**src/rtl/lrut_pkg.sv**
```systemverilog
// lrut_pkg: shared types and codes of the lru translation buffer
// used by lrut_cell and lru_tlb; depends on nothing
`default_nettype none

package lrut_pkg;

	localparam int KIND_W  = 2;
	localparam int COUNT_W = 32;

	localparam logic [KIND_W-1:0] KIND_LOOKUP = 2'd0;
	localparam logic [KIND_W-1:0] KIND_FILL   = 2'd1;
	localparam logic [KIND_W-1:0] KIND_INVAL  = 2'd2;

	// push: entries move one place towards the tail, head takes the new front
	// pull: entries move one place towards the head, closing a gap
	typedef struct packed {
		logic push;
		logic pull;
	} cell_cmd_t;

endpackage

`default_nettype wire

```
**src/rtl/lrut_cell.sv**
```systemverilog
// lrut_cell: one entry of the recency-ordered chain, compare and neighbour shift
// depends on lrut_pkg
`default_nettype none

module lrut_cell #(
	parameter int PAGE_BITS  = 20,
	parameter int FRAME_BITS = 20
) (
	input  wire                     clk,
	input  wire                     arst_n,
	input  wire lrut_pkg::cell_cmd_t cmd,
	input  wire  [PAGE_BITS-1:0]    key,
	input  wire                     prev_valid,
	input  wire  [PAGE_BITS-1:0]    prev_page,
	input  wire  [FRAME_BITS-1:0]   prev_frame,
	input  wire                     succ_valid,
	input  wire  [PAGE_BITS-1:0]    succ_page,
	input  wire  [FRAME_BITS-1:0]   succ_frame,
	input  wire                     found_in,
	output logic                    found_out,
	output logic                    match,
	output logic                    valid_q,
	output logic [PAGE_BITS-1:0]    page_q,
	output logic [FRAME_BITS-1:0]   frame_q
);

	logic take_prev;
	logic take_next;

	assign match     = valid_q && (page_q == key);
	assign found_out = found_in || match;

	// on a push only the cells up to and including the matching one move
	assign take_prev = cmd.push && !found_in;
	assign take_next = cmd.pull && (found_in || match);

	always_ff @(posedge clk or negedge arst_n) begin
		if (!arst_n) begin
			valid_q <= 1'b0;
		end else if (take_prev) begin
			valid_q <= prev_valid;
		end else if (take_next) begin
			valid_q <= succ_valid;
		end
	end

	always_ff @(posedge clk) begin
		if (take_prev) begin
			page_q  <= prev_page;
			frame_q <= prev_frame;
		end else if (take_next) begin
			page_q  <= succ_page;
			frame_q <= succ_frame;
		end
	end

endmodule

`default_nettype wire

```
**src/rtl/lru_tlb.sv**
```systemverilog
// lru_tlb: fully associative translation buffer, chain of cells kept in recency order
// depends on lrut_pkg and lrut_cell
//
//   channel | handshake            | fields
//   in      | in_valid / in_stall  | kind, page_number, frame_number
//   out     | out_valid / out_stall| hit, frame_out, hits_total, misses_total
//
// one item per cycle while the result is not stalled; each result is registered
// the item sits in an input register, then all cells compare and shift at once
// cell 0 is the most recent entry, valid entries always fill the chain from cell 0
// reset clears the valid bits and counters only, no clearing pass
// a stalled result holds the input register, which then stalls the input
`default_nettype none

module lru_tlb #(
	parameter int ENTRIES    = 16,
	parameter int PAGE_BITS  = 20,
	parameter int FRAME_BITS = 20
) (
	input  wire                                 clk,
	input  wire                                 arst_n,
	input  wire                                 in_valid,
	output logic                                in_stall,
	input  wire  [lrut_pkg::KIND_W-1:0]         kind,
	input  wire  [PAGE_BITS-1:0]                page_number,
	input  wire  [FRAME_BITS-1:0]               frame_number,
	output logic                                out_valid,
	input  wire                                 out_stall,
	output logic                                hit,
	output logic [FRAME_BITS-1:0]               frame_out,
	output logic [lrut_pkg::COUNT_W-1:0]        hits_total,
	output logic [lrut_pkg::COUNT_W-1:0]        misses_total
);

	logic                          vld_s1;
	logic [lrut_pkg::KIND_W-1:0]   kind_s1;
	logic [PAGE_BITS-1:0]          page_s1;
	logic [FRAME_BITS-1:0]         frame_s1;

	logic                          out_vld_q;
	logic                          hit_q;
	logic [FRAME_BITS-1:0]         frame_out_q;
	logic [lrut_pkg::COUNT_W-1:0]  hit_cnt_q;
	logic [lrut_pkg::COUNT_W-1:0]  miss_cnt_q;

	logic                          advance;
	logic                          accept;
	logic                          any_match;
	logic [FRAME_BITS-1:0]         match_frame;
	logic [FRAME_BITS-1:0]         head_frame;
	lrut_pkg::cell_cmd_t           cmd;

	logic                          cv [ENTRIES];
	logic [PAGE_BITS-1:0]          cp [ENTRIES];
	logic [FRAME_BITS-1:0]         cf [ENTRIES];
	logic [ENTRIES-1:0]            match_vec;
	logic [ENTRIES-1:0]            valid_vec;
	logic [ENTRIES:0]              found;

	assign advance  = vld_s1 && (!out_vld_q || !out_stall);
	assign in_stall = vld_s1 && !advance;
	assign accept   = in_valid && !in_stall;

	assign found[0]  = 1'b0;
	assign any_match = |match_vec;

	always_comb begin
		match_frame = '0;
		for (int i = 0; i < ENTRIES; i++) begin
			if (match_vec[i]) begin
				match_frame = match_frame | cf[i];
			end
		end
	end

	assign head_frame = (kind_s1 == lrut_pkg::KIND_FILL) ? frame_s1 : match_frame;

	always_comb begin
		cmd.push = advance && (((kind_s1 == lrut_pkg::KIND_LOOKUP) && any_match) ||
			(kind_s1 == lrut_pkg::KIND_FILL));
		cmd.pull = advance && (kind_s1 == lrut_pkg::KIND_INVAL) && any_match;
	end

	genvar g;
	generate
		for (g = 0; g < ENTRIES; g++) begin : g_cell
			logic                  pv;
			logic [PAGE_BITS-1:0]  pp;
			logic [FRAME_BITS-1:0] pf;
			logic                  nv;
			logic [PAGE_BITS-1:0]  np;
			logic [FRAME_BITS-1:0] nf;

			if (g == 0) begin : g_head
				assign pv = 1'b1;
				assign pp = page_s1;
				assign pf = head_frame;
			end else begin : g_mid
				assign pv = cv[g-1];
				assign pp = cp[g-1];
				assign pf = cf[g-1];
			end

			if (g == ENTRIES-1) begin : g_tail
				assign nv = 1'b0;
				assign np = '0;
				assign nf = '0;
			end else begin : g_body
				assign nv = cv[g+1];
				assign np = cp[g+1];
				assign nf = cf[g+1];
			end

			lrut_cell #(
				.PAGE_BITS  (PAGE_BITS),
				.FRAME_BITS (FRAME_BITS)
			) u_cell (
				.clk        (clk),
				.arst_n     (arst_n),
				.cmd        (cmd),
				.key        (page_s1),
				.prev_valid (pv),
				.prev_page  (pp),
				.prev_frame (pf),
				.succ_valid (nv),
				.succ_page  (np),
				.succ_frame (nf),
				.found_in   (found[g]),
				.found_out  (found[g+1]),
				.match      (match_vec[g]),
				.valid_q    (cv[g]),
				.page_q     (cp[g]),
				.frame_q    (cf[g])
			);

			assign valid_vec[g] = cv[g];
		end
	endgenerate

	always_ff @(posedge clk or negedge arst_n) begin
		if (!arst_n) begin
			vld_s1 <= 1'b0;
		end else if (accept) begin
			vld_s1 <= 1'b1;
		end else if (advance) begin
			vld_s1 <= 1'b0;
		end
	end

	always_ff @(posedge clk) begin
		if (accept) begin
			kind_s1  <= kind;
			page_s1  <= page_number;
			frame_s1 <= frame_number;
		end
	end

	always_ff @(posedge clk or negedge arst_n) begin
		if (!arst_n) begin
			out_vld_q  <= 1'b0;
			hit_cnt_q  <= '0;
			miss_cnt_q <= '0;
		end else if (advance) begin
			out_vld_q <= 1'b1;
			if (kind_s1 == lrut_pkg::KIND_LOOKUP) begin
				if (any_match) begin
					hit_cnt_q <= hit_cnt_q + 1'b1;
				end else begin
					miss_cnt_q <= miss_cnt_q + 1'b1;
				end
			end
		end else if (!out_stall) begin
			out_vld_q <= 1'b0;
		end
	end

	always_ff @(posedge clk) begin
		if (advance) begin
			hit_q <= any_match && (kind_s1 == lrut_pkg::KIND_LOOKUP ||
				kind_s1 == lrut_pkg::KIND_FILL || kind_s1 == lrut_pkg::KIND_INVAL);
			frame_out_q <= (any_match && kind_s1 == lrut_pkg::KIND_LOOKUP) ?
				match_frame : '0;
		end
	end

	assign out_valid    = out_vld_q;
	assign hit          = hit_q;
	assign frame_out    = frame_out_q;
	assign hits_total   = hit_cnt_q;
	assign misses_total = miss_cnt_q;

	a_one_match: assert property (@(posedge clk) disable iff (!arst_n)
		vld_s1 |-> $onehot0(match_vec))
		else $error("page held in more than one entry");

	a_packed_front: assert property (@(posedge clk) disable iff (!arst_n)
		(valid_vec & (valid_vec + 1'b1)) == '0)
		else $error("valid entries not packed from the head");

	a_lookup_counts: assert property (@(posedge clk) disable iff (!arst_n)
		advance && kind_s1 == lrut_pkg::KIND_LOOKUP |=>
		lrut_pkg::COUNT_W'(hit_cnt_q + miss_cnt_q) ==
		lrut_pkg::COUNT_W'($past(hit_cnt_q) + $past(miss_cnt_q) + 1'b1))
		else $error("lookup did not count exactly once");

	a_other_no_count: assert property (@(posedge clk) disable iff (!arst_n)
		!(advance && kind_s1 == lrut_pkg::KIND_LOOKUP) |=>
		$stable(hit_cnt_q) && $stable(miss_cnt_q))
		else $error("counter moved without a lookup");

	a_frame_on_hit: assert property (@(posedge clk) disable iff (!arst_n)
		out_vld_q && !hit_q |-> frame_out_q == '0)
		else $error("frame shown without a hit");

endmodule

`default_nettype wire
```
**config.mk**
```make
export PLATFORM = sky130hd
export DESIGN_NAME = lru_tlb
export DESIGN_NICKNAME = d
export VERILOG_FILES = /design/src/rtl/lrut_pkg.sv /design/src/rtl/lrut_cell.sv /design/src/rtl/lru_tlb.sv
export SDC_FILE = /design/constraint.sdc
export NUM_CORES = 2
export LEC_CHECK = 0
export BUFFER_PORTS_ARGS = -buffer_cell sky130_fd_sc_hd__buf_2
export CAP_MARGIN = 20
export CORE_MARGIN = 4
export CORE_UTILIZATION = 44
export CTS_CLUSTER_SIZE = 40
export DETAILED_ROUTE_END_ITERATION = 8
export HOLD_SLACK_MARGIN = 0.12
export SETUP_SLACK_MARGIN = 0.05
export SYNTH_ARGS = -nofsm -noshare
export SYNTH_HDL_FRONTEND = slang
export SYNTH_SLANG_ARGS = --single-unit
export TNS_END_PERCENT = 100
```
**constraint.sdc**
```tcl
create_clock -name clk -period 10.8 [get_ports clk]
set_clock_uncertainty 0.15 [all_clocks]
set_input_delay 0 -clock clk [delete_from_list [all_inputs] [get_ports clk]]
set_output_delay 0 -clock clk [all_outputs]
set_load 0.05 [all_outputs]
```
After elaboration in Yosys (flattened, before gate mapping)
Index checks and enable logic that the tools add are counted.
Storage, ports and cells
  bits in registers: 785
  bits of input ports: 46
  output and inout port bits: 87
  logic and storage cells: 324
Operators by class
  add/subtract/negate cells: 2
  equal/unequal tests: 19
  multiplexer cells: 116
  bitwise operators: 16
  reduce and logical (&&, ||, !) cells: 114
Operators by type and width (number)
  $mux W20: 80
  $eq A20 B20 Y1: 16
  $or A20 B20 Y20: 15
  $add A32 B1 Y32 const B: 2
  $logic_and A1 B1 Y1: 55
  $mux W1: 36
  $reduce_bool A2 Y1: 17
  $logic_not A1 Y1: 19
  $logic_or A1 B1 Y1: 19
  $reduce_or A16 Y1: 1
  $reduce_and A3 Y1: 2
  $eq A2 B1 Y1 const B: 1
  $eq A2 B2 Y1 const B: 1
  $logic_not A2 Y1: 1
  $ne A2 B1 Y1 const B: 1
  $not A1 Y1: 1

Longest topological paths before layout
  depth in word-level cells: 35
  mapped depth: 16
  gate-level depth less buffers: 10

Cells and area by module
A second synthesis with hierarchy kept.
Second synthesis, totals
  cells, all modules: 4020
  area, all modules: 39461.6 um^2
Modules (own cells, without submodules)
  lrut_cell: instances 16, cells each 210, area an instance 2010.7 um^2, sequential area each 1226.2 um^2
  lru_tlb: instances 1, cells each 660, area an instance 7290.7 um^2, sequential area each 3543.4 um^2

Worst setup path after synthesis
OpenSTA, ideal clock, no wires.
  path kind: reg-to-reg
  start: register page_s1[1] (netlist: g_cell[0].pp[1])
  end: register g_cell[8].u_cell.frame_q[0], enable pin
  library setup time: 0.493 ns
  arrival time: 4.898 ns
  path slack: 5.258 ns
  stages on the path, launching flop included: 12
  path buffers: 3
  period minus slack after synthesis: 5.542 ns
  path through: edfxtp_1 buf_2 buf_4 xnor2_1 nand4_1 nor4_1 and4_1 clkbuf_1 nor2_1 nor4b_2 nor2b_1 o21ai_0
On the way
  longest elaborated chain between the ends: 12
  elaborated cells on any way between the ends: 49
  those cells by class: eq/ne: 16; reduce/logical: 33
Ends and longest elaborated chain
  start, declared: line lru_tlb.sv:37  | logic [PAGE_BITS-1:0] page_s1;
  start signal, assigned: line lru_tlb.sv:153  | page_s1 <= page_number;
  $eq A20 B20 Y1: line lrut_cell.sv:30  | assign match = valid_q && (page_q == key);
  $logic_and A1 B1 Y1: line lrut_cell.sv:30
  $logic_or A1 B1 Y1 (7 in a row): line lrut_cell.sv:31  | assign found_out = found_in || match;
  $logic_or A1 B1 Y1 or $logic_not A1 Y1 (tied branches): line lrut_cell.sv:35, lrut_cell.sv:34
  $logic_and A1 B1 Y1 (on tied branches): line lrut_cell.sv:35, lrut_cell.sv:34
  $reduce_bool A2 Y1 (no source line) (*)
  end signal, assigned: line lrut_cell.sv:50  | frame_q <= prev_frame;
  end signal, assigned: line lrut_cell.sv:53  | frame_q <= succ_frame;
  end, declared: line lrut_cell.sv:24  | output logic [FRAME_BITS-1:0] frame_q
Every way passes the cells marked *; elsewhere a longest branch is shown, timed or not.
A chain may end at the register's enable or synchronous reset.

Final worst setup path
  start: register page_s1[4] (netlist: g_cell[0].pp[4])
  end: register g_cell[2].u_cell.frame_q[1], enable pin
On the way
  longest elaborated chain between the ends: 8
  elaborated cells on any way between the ends: 43
  those cells by class: eq/ne: 16; reduce/logical: 27
Ends and longest elaborated chain
  $eq A20 B20 Y1: line lrut_cell.sv:30
  $logic_and A1 B1 Y1: line lrut_cell.sv:30
  $reduce_or A16 Y1: line lru_tlb.sv:65  | assign any_match = |match_vec;
  $logic_and A1 B1 Y1: line lru_tlb.sv:79  | cmd.push = advance && (((kind_s1 == lrut_pkg::KIND_LOOKUP) && any_match) ||
  $logic_or A1 B1 Y1: line lru_tlb.sv:79
  $logic_and A1 B1 Y1: line lru_tlb.sv:79
  $logic_and A1 B1 Y1: line lrut_cell.sv:34  | assign take_prev = cmd.push && !found_in;
  $reduce_bool A2 Y1 (no source line) (*)
  end signal, assigned: line lrut_cell.sv:50
  end signal, assigned: line lrut_cell.sv:53
  end, declared: line lrut_cell.sv:24
Marks and branches as above.

==> impl_metrics.tcl <==
set metrics [dict create \
    wirelength_mm 127 \
    syn_area_per_cell_sq_um 14.1 \
    initial_core_util_pct 44.5 \
    slowest_stage "edfxtp_1" \
    hold_path_class "in2async" \
    portBuffers 132 \
    ctsResizeCount 0 \
    core-area_sq_mm 0.0901 \
    worstPathArrival_ps 6120 \
    synth_common_cells "703 x edfxtp_1, 295 x mux2_2, 264 x xnor2_1" \
    fin_crit_sh_pct 55.3 \
    required_ps 10960 \
    synthTopCellsByArea "edfxtp_1 53%, mux2_2 8.3%, xnor2_1 5.8%" \
    comb_power_share_pct 8.8 \
    finalPower_mw 7.32 \
    power_density_mw_per_mm2 160 \
    post_cts_buffers 0 \
    vdd_drop_max_mv 0.114 \
    clkLatencyLatePin_ps 660 \
    p_seq_share_pct 48.7 \
    worst_pin_slew_ps 1170 \
    numClockSinks 785 \
    critPathLaunchType "register" \
    ys_seq_elements 785 \
    ant_nets 0 \
    timing.hold.ws_ps 246 \
    slowest_delay_ps 1110 \
    yosysUniqueCellTypes 67 \
    met2_usage_pct 42.3 \
    grt.total_usage_pct 26.1 \
    synthFlopType "edfxtp_1" \
    vias_per_cell 6.19 \
    synthArstFlopShare_pct 10.4 \
    die_y_microns 310 \
    max-slew-margin-rel_pct 22.0 \
    fmax_mhz 168 \
    grt_max_degree 62 \
    hold_buffers 92 \
    yosys_warnings 0 \
    firstDrtPassIters 5 \
    grt_pass1_wl_mm 186 \
    gr-total-overflow 0 \
    p_int_mw 5.51 \
    busiest_layer "met2" \
    synth_top_area_share_pct 52.7 \
    die_w_microns 310 \
    synth_area_sq_mm 0.0401 \
    crit_fanout 42 \
    final.setup.tns_ps 0 \
    ctsHtreeMaxLevel 3 \
    drive_gt1_share_pct 27.1 \
    end_kind "register" \
    grtUsageMet1_pct 35.3 \
    crit_top_cell "buf_4" \
    min_period_ps 5970 \
    maxCapViolCount 0 \
    drc_errors 0 \
    hold_viol_final 0 \
    postSynthCellCount 2834 \
    leakage_nw 16.4 \
    rsz0062_at_grt "false" \
    synth_edf_count 703 \
    final_core_util_pct 50.9 \
    vias 26600 \
    wl_per_cell_microns 29.5 \
    cts_root_buffer "clkbuf_16" \
    area_growth_pct 14.4 \
    cp_num_buf_inv 3 \
    cp_top_family "simple AND/OR/NAND/NOR gates" \
    clk_pin_slew_worst_paths_ps 60 \
    clock_power_share_pct 42.6 \
    criticalPathCategory "reg2reg" \
    yosys.area.top_type "edfxtp_1" \
    cts.path.max_buffers 3 \
    maxSlewViolCount 0 \
    netSwitchingFraction_pct 24.7 \
    antenna_found_initial 2 \
    p_switching_mw 1.81 \
    gp_congestion 0.946 \
    ios 133 \
    drt_iter0_drc 3176 \
    cts_tree "done" \
    die-area_sq_mm 0.0960 \
    synth_nets 2882 \
    finalSetupViolCount 0 \
    synth.most_common_cell "edfxtp_1" \
    outcome "finished, final reports clean" \
    num-nets-final 3101 \
    cp_cell_sequence "xor2_1, or4_1, or3_1, nor4_4, buf_4, nor4_1, nand4_1, nor2_1, nor3_4, buf_4, nand2b_2, buf_4" \
    cts_buffers 87 \
    yosysSeqAreaShare_pct 57.8 \
    hpwlAfterDp_mm 81.8 \
    use_met3_pct 4.76 \
    num_rows 110 \
    grt_pass1_vias 27000 \
]
==> logic make-up after synthesis <==
group           share of synthesized area (%)
simple gates                             9.42
xor+xnor                                 8.37
fa+ha+maj                              0.0624
flops                                    57.8
compound gates                           4.85
buf+inv                                  2.64
mux                                      16.9
==> registers in the layout, indices dropped and copies added, names as in the netlist <==
signal	cells
misses_total	32
hits_total	32
g_cell.pp	20
g_cell.u_cell.frame_q	320
kind_s1	2
g_cell.u_cell.valid_q	16
vld_s1	1
frame_s1	20
hit	1
out_valid	1
g_cell.u_cell.page_q	320
frame_out	20
==> worst reg2reg max path, stage by stage (launching register included) <==
cell and delay, ps:
edfxtp_1 1110, xor2_1 230, or4_1 520, or3_1 360, nor4_4 280, buf_4 470, nor4_1 110, nand4_1 250
nor2_1 130, nor3_4 120, buf_4 670, nand2b_2 710, buf_4 500
==> power by group through the flow <==
stage               Combinational, mW  Sequential [mW]  Clock [mW]
global placement                0.593             3.62           0
CTS                             0.634             3.56        3.17
detailed placement              0.604             3.63           0
floorplan                       0.395             3.60           0
finish                          0.642             3.56        3.12
global route                    0.679             3.57        3.30
==> final timing paths <==
path,to,from,slack (ps),cells after the start
max in group asynchronous,misses_total[24],arst_n,9490,4
min,g_cell[15].u_cell.valid_q,arst_n,250,4
max,g_cell[2].u_cell.frame_q[1],g_cell[0].pp[4],4830,12
min reg2reg,hits_total[31],hits_total[31],310,1
min in group clk,hits_total[31],hits_total[31],310,1
max reg2reg,g_cell[2].u_cell.frame_q[1],g_cell[0].pp[4],4830,12
==> stage by stage <==
stage	area [sq um]	cells	setup slack, ps
2_1_floorplan	40100	2834	5260
3_3_place_gp	41900	4046	5040
3_5_place_dp	41900	4047	4980
4_1_cts	45800	4301	4950
5_1_grt	45900	4302	4630
6_report	45900	4304	4830
==> placed cells by master, fill, tap and decap left out, types with 45 or more instances in the layout <==
master	count
clkbuf_16	87
buf_4	70
dfrtp_1	82
nand3_1	50
xor2_1	119
mux2_2	295
buf_2	131
nand4_1	97
and2_1	45
dlygate4sd3_1	91
edfxtp_1	703
xnor2_1	264
mux2_1	101
a221oi_1	80
nand2_1	190
a22o_1	80
mux2_4	148
nor2_1	77
==> per-layer routing <==
metal	wire, microns	vias up
met5	0	-
met3	10800	320
met4	4400	0
met1	52400	13600
met2	59300	1503
li1	-	11200
==> layout make-up <==
type | count | area (sq um)
Fill cell | 7603 | 44300
Sequential cell | 785 | 23200
Multi-Input combinational cell | 1866 | 16000
Clock buffer | 110 | 2320
Timing Repair Buffer | 295 | 2170
Tap cell | 1176 | 1470
Clock inverter | 52 | 658
Inverter | 18 | 67.6
Antenna cell | 2 | 5.00
Power figures use the tool's default switching activity.
